**config.mk**
```make
export PLATFORM = sky130hd
export DESIGN_NAME = mrhm_ram
export DESIGN_NICKNAME = d
export VERILOG_FILES = /design/src/rtl/core/mrhm_ram.sv
export SDC_FILE = /design/constraint.sdc
export NUM_CORES = 2
export LEC_CHECK = 0
export BUFFER_PORTS_ARGS = -buffer_cell sky130_fd_sc_hd__buf_2
export CORE_MARGIN = 2
export CORE_UTILIZATION = 52
export CTS_CLUSTER_SIZE = 10
export DETAILED_ROUTE_END_ITERATION = 10
export PLACE_DENSITY_LB_ADDON = 0.05
export SYNTH_ARGS = -nofsm -noshare
export SYNTH_HDL_FRONTEND = slang
export SYNTH_SLANG_ARGS = --single-unit
export TNS_END_PERCENT = 100
```
**constraint.sdc**
```tcl
create_clock -name clock -period 3.04 [get_ports clock]
set_input_delay 0.608 -clock clock [delete_from_list [all_inputs] [get_ports clock]]
set_output_delay 0.608 -clock clock [all_outputs]
set_load 0.01 [all_outputs]
```
**src/rtl/core/mrhm_ram.sv**
```systemverilog
// generic single-write, single-read ram with registered read data
// no dependencies
module mrhm_ram #(
   parameter int WIDTH = 8,
   parameter int DEPTH = 256
) (
   input  logic                     clock,
   input  logic                     wr_en,
   input  logic [$clog2(DEPTH)-1:0] wr_addr,
   input  logic [WIDTH-1:0]         wr_data,
   input  logic [$clog2(DEPTH)-1:0] rd_addr,
   output logic [WIDTH-1:0]         rd_data
);
   logic [WIDTH-1:0] mem_ff [DEPTH];

   always_ff @(posedge clock) begin
      if (wr_en) begin
         mem_ff[wr_addr] <= wr_data;
      end
      rd_data <= mem_ff[rd_addr];
   end
endmodule

```
==> impl_results.rst <==
.. list-table::
   :header-rows: 1

   * - Metric
     - Value
   * - Via count of the first global-routing pass
     - about 42,000
   * - Register area share after synthesis
     - 0.7750
   * - Netlist cell types
     - 55
   * - DR iter-0 viols
     - about 4,700
   * - Required time of the critical path
     - between 3 and 4 ns
   * - Reg-to-reg endpoint
     - rd_data[0]$_DFF_P_
   * - Number of setup violations in the final report
     - 0
   * - Measured slew at the worst slew-check pin
     - 0.9269 ns
   * - Clock sink count
     - 2,056
   * - Setup repair after global routing missed its margin
     - false
   * - Run status
     - finished, final reports clean
   * - Number of buffers inserted by port buffering
     - 33
   * - Maximum frequency from static timing analysis
     - between 0.3 and 0.4 GHz
   * - Register-to-register setup slack
     - ~0.24 ns
   * - Number of buffers created by CTS
     - around 230
   * - Leakage power summed over all cells
     - ~30 nW
   * - WHS
     - between 0.1 and 0.15 ns
   * - Post-detailed-route count of antenna-violating nets
     - 0
   * - Ratio of routed vias to standard cells
     - approximately 6.3
   * - Total of max-cap violations
     - 0
   * - Synth Warn #
     - 0
   * - Drt pass-1 iters
     - 5
   * - Post-synthesis async set-or-reset flop share
     - 0
   * - Clock transition at the registers of the reported paths
     - ~0.060 ns
   * - TritonCTS clock tree
     - built
   * - Core outline area
     - 151,900 um^2
   * - Category of the most critical setup path
     - in2reg
   * - Total number of H-tree levels
     - 4
   * - Placement Rows
     - 143
   * - Number of synthesized register bits
     - 2,056
   * - Number of inserted filler cells in the final layout
     - ~11,000
   * - Share of layout cells above drive strength 1
     - 0.3108
   * - Cells after synthesis
     - about 3,700
   * - Wire length of the first global-routing pass
     - roughly 300,000 um
   * - Number of design rule violations left after detail routing
     - 0
   * - Combined area of the multi-input logic cells
     - 16,480 um^2
   * - Post-CTS Setup Repair Bufs
     - 0
   * - PnR Total Power
     - 58.07 mW
   * - Post-synth EDFFs
     - between 2,000 and 2,500
   * - Per-cell routed wire length
     - between 30 and 40 um
   * - Nets
     - about 4,400
   * - Worst clock skew
     - about 0.039 ns
   * - Largest net degree at the start of global routing
     - 93
   * - Nature of the critical path endpoint
     - flop
   * - Overall die width
     - about 400 um
   * - Maximum vdd ir drop
     - 0.5219 mV
   * - Post-cts repair resize count
     - 0
   * - Maximum count of clock buffers along a single path
     - 3
   * - Overall fraction of global-route tracks in use
     - 0.2661
   * - Hold-fix buffers, CTS
     - 0
   * - Type of the worst min-delay path
     - in2reg
   * - FF-to-FF Start
     - mem_ff[142][0]$_DFFE_PP_
   * - Initial Utilization
     - 0.5237
   * - Worst relative slew slack
     - 0.3764
   * - Total overflow reported by the global router
     - 0
   * - Routed wire length
     - approximately 210,000 um
   * - Worst-Skew Late Latency
     - roughly 0.85 ns
   * - CP Max Fanout
     - 23
   * - Hold Path Stages
     - 1
   * - Launching element type of the critical path
     - input port
   * - Min cycle time layout
     - 2.907 ns
   * - Area Growth Syn to Fin
     - 16.52%
   * - Root buffer selected by CTS
     - sky130_fd_sc_hd__clkbuf_16
   * - Y dimension of the die
     - 395.1 um
   * - Global placement routability congestion
     - roughly 0.87
   * - Routed via count
     - between 40,000 and 50,000
   * - Synthesized area per cell
     - approximately 21 um^2
   * - Net count after synthesis
     - roughly 3,800
   * - Cell area after technology mapping
     - a little under 80,000 um^2
   * - Final number of hold-violating endpoints
     - 0
   * - Die area
     - roughly 160,000 um^2
   * - Most common flop cell mapped by yosys
     - sky130_fd_sc_hd__edfxtp_1
   * - Final cycle utilization of the critical path
     - 0.9563
   * - Arr. time, crit path
     - 3.62 ns
   * - Max-slew violation total from the final report
     - 0
   * - Hold path endpoint
     - mem_ff[119][0]$_DFFE_PP_
   * - Area used by sequential logic in the layout
     - around 60,000 um^2
   * - Origin of the worst min-delay path
     - wr_data[0]
   * - Worst-case reg-to-reg path depth
     - 8
   * - Post-DP HPWL
     - ~140,000 um
   * - Areal power density over the cells
     - 626.4 nW/um^2
   * - Top-Level Pins
     - 34
   * - Number of antenna violations at the first check in global routing
     - 13
through the flow:
step	setup TNS (ns)	utilization	setup slack (ns)	instances	cell area, um^2
2_1_floorplan	0	-	0.4941	3733	79560
3_3_place_gp	-4.514	0.5697	-0.7598	6201	86530
3_5_place_dp	-4.335	0.5697	-0.7663	6201	86530
4_1_cts	0	0.6101	0.1157	6492	92680
5_1_grt	0	0.6101	0.05152	6493	92680
6_report	0	0.6102	0.1327	6499	92700
logic make-up (layout without fill, tap and decap cells):
| kind of cell | Yosys count | count (layout) | share of synthesized area |
|---|---|---|---|
| other cells | 0 | 7 | 0 |
| simple gates | 466 | 466 | 0.02628 |
| buf+inv | 235 | 964 | 0.01831 |
| mux | 591 | 591 | 0.1462 |
| flops | 2056 | 2056 | 0.7750 |
| compound gates | 385 | 385 | 0.03419 |
critical path, cell delays in order:
cell and delay [ns]:
sky130_fd_sc_hd__buf_8 0.18, sky130_fd_sc_hd__buf_12 0.24, sky130_fd_sc_hd__buf_12 0.23, sky130_fd_sc_hd__buf_12 0.15, sky130_fd_sc_hd__mux4_2 0.49, sky130_fd_sc_hd__a22oi_1 0.33
sky130_fd_sc_hd__buf_4 0.19, sky130_fd_sc_hd__a21oi_1 0.06, sky130_fd_sc_hd__nor4_1 0.79, sky130_fd_sc_hd__buf_4 0.24, sky130_fd_sc_hd__nor4_2 0.04
worst max-delay path by stage:
stage	startpoint	cells after the start	end
after floorplan	rd_addr[0]	9	rd_data[2]$_DFF_P_
after global placement	rd_addr[1]	11	rd_data[0]$_DFF_P_
after detailed placement	rd_addr[1]	11	rd_data[0]$_DFF_P_
after CTS	mem_ff[142][0]$_DFFE_PP_	8	rd_data[0]$_DFF_P_
after global routing	rd_addr[0]	11	rd_data[6]$_DFF_P_
final	rd_addr[0]	11	rd_data[6]$_DFF_P_
layout make-up:
| class | count | share of cell area |
|---|---|---|
| clock inverters | 22 | 0.003226 |
| repair buffers | 671 | 0.06311 |
| diodes | 7 | 0.0001890 |
| inverters | 2 | 0.00008099 |
| clock buffers | 269 | 0.06309 |
| multi-input cells | 1442 | 0.1777 |
| flip-flops and latches | 2056 | 0.6652 |
| well taps | 2030 | 0.02740 |
state kept, by name, summed over array words and instances (netlist names):
register and count:
rd_data 8, mem_ff 2048
cells in the final DEF, fill, tap and decap left out, drive strengths merged, types with 6 or more instances in the layout:
cell type,count
nand2,33
clkbuf,277
o221ai,47
dfxtp,8
clkinv,17
a22o,8
nor2,282
nand2b,8
o22ai,28
inv,6
o211ai,10
nor2b,31
a22oi,133
mux2i,134
buf,663
nor3,22
and2,6
nand4,10
mux4,456
diode,7
nor4,27
o21ai,12
a211oi,16
nand3,34
a221oi,14
a21oi,96
edfxtp,2048
power breakdown:
group / total, mW / switching, mW / internal (mW)
clock: 23.5 / 10.1 / 13.4
combinational: 3.19 / 1.94 / 1.25
sequential: 31.3 / 0.0670 / 31.3
layer usage:
layer	share of wire	GRT usage	vias to the layer above
met5	0.00015	0	-
met4	0.026	0.07177	6
met1	0.40	0.3670	21800
met3	0.075	0.05133	311
met2	0.50	0.4387	1680
li1	-	-	16950
synthesized netlist by cell type, types with 10 or more instances:
| cell | n | area share |
|---|---|---|
| sky130_fd_sc_hd__mux4_2 | 454 | 0.13 |
| sky130_fd_sc_hd__buf_4 | 27 | 0.0025 |
| sky130_fd_sc_hd__clkbuf_1 | 111 | 0.0052 |
| sky130_fd_sc_hd__buf_8 | 13 | 0.0025 |
| sky130_fd_sc_hd__buf_1 | 22 | 0.0010 |
| sky130_fd_sc_hd__nand4_1 | 10 | 0.00079 |
| sky130_fd_sc_hd__nand3_1 | 34 | 0.0021 |
| sky130_fd_sc_hd__buf_2 | 31 | 0.0020 |
| sky130_fd_sc_hd__a21oi_1 | 96 | 0.0060 |
| sky130_fd_sc_hd__buf_6 | 21 | 0.0030 |
| sky130_fd_sc_hd__o22ai_1 | 28 | 0.0022 |
| sky130_fd_sc_hd__nor2_1 | 282 | 0.013 |
| sky130_fd_sc_hd__edfxtp_1 | 2048 | 0.77 |
| sky130_fd_sc_hd__o21ai_0 | 10 | 0.00063 |
| sky130_fd_sc_hd__nor2b_1 | 31 | 0.0024 |
| sky130_fd_sc_hd__a211oi_1 | 16 | 0.0015 |
| sky130_fd_sc_hd__a22oi_1 | 133 | 0.013 |
| sky130_fd_sc_hd__nor4_1 | 24 | 0.0019 |
| sky130_fd_sc_hd__a221oi_1 | 13 | 0.0014 |
| sky130_fd_sc_hd__nand2_1 | 33 | 0.0016 |
| sky130_fd_sc_hd__o211ai_1 | 10 | 0.00094 |
| sky130_fd_sc_hd__mux2i_1 | 134 | 0.017 |
| sky130_fd_sc_hd__nor3_1 | 22 | 0.0014 |
| sky130_fd_sc_hd__o221ai_1 | 46 | 0.0051 |
Note: power is estimated with default switching activity, not from simulation.
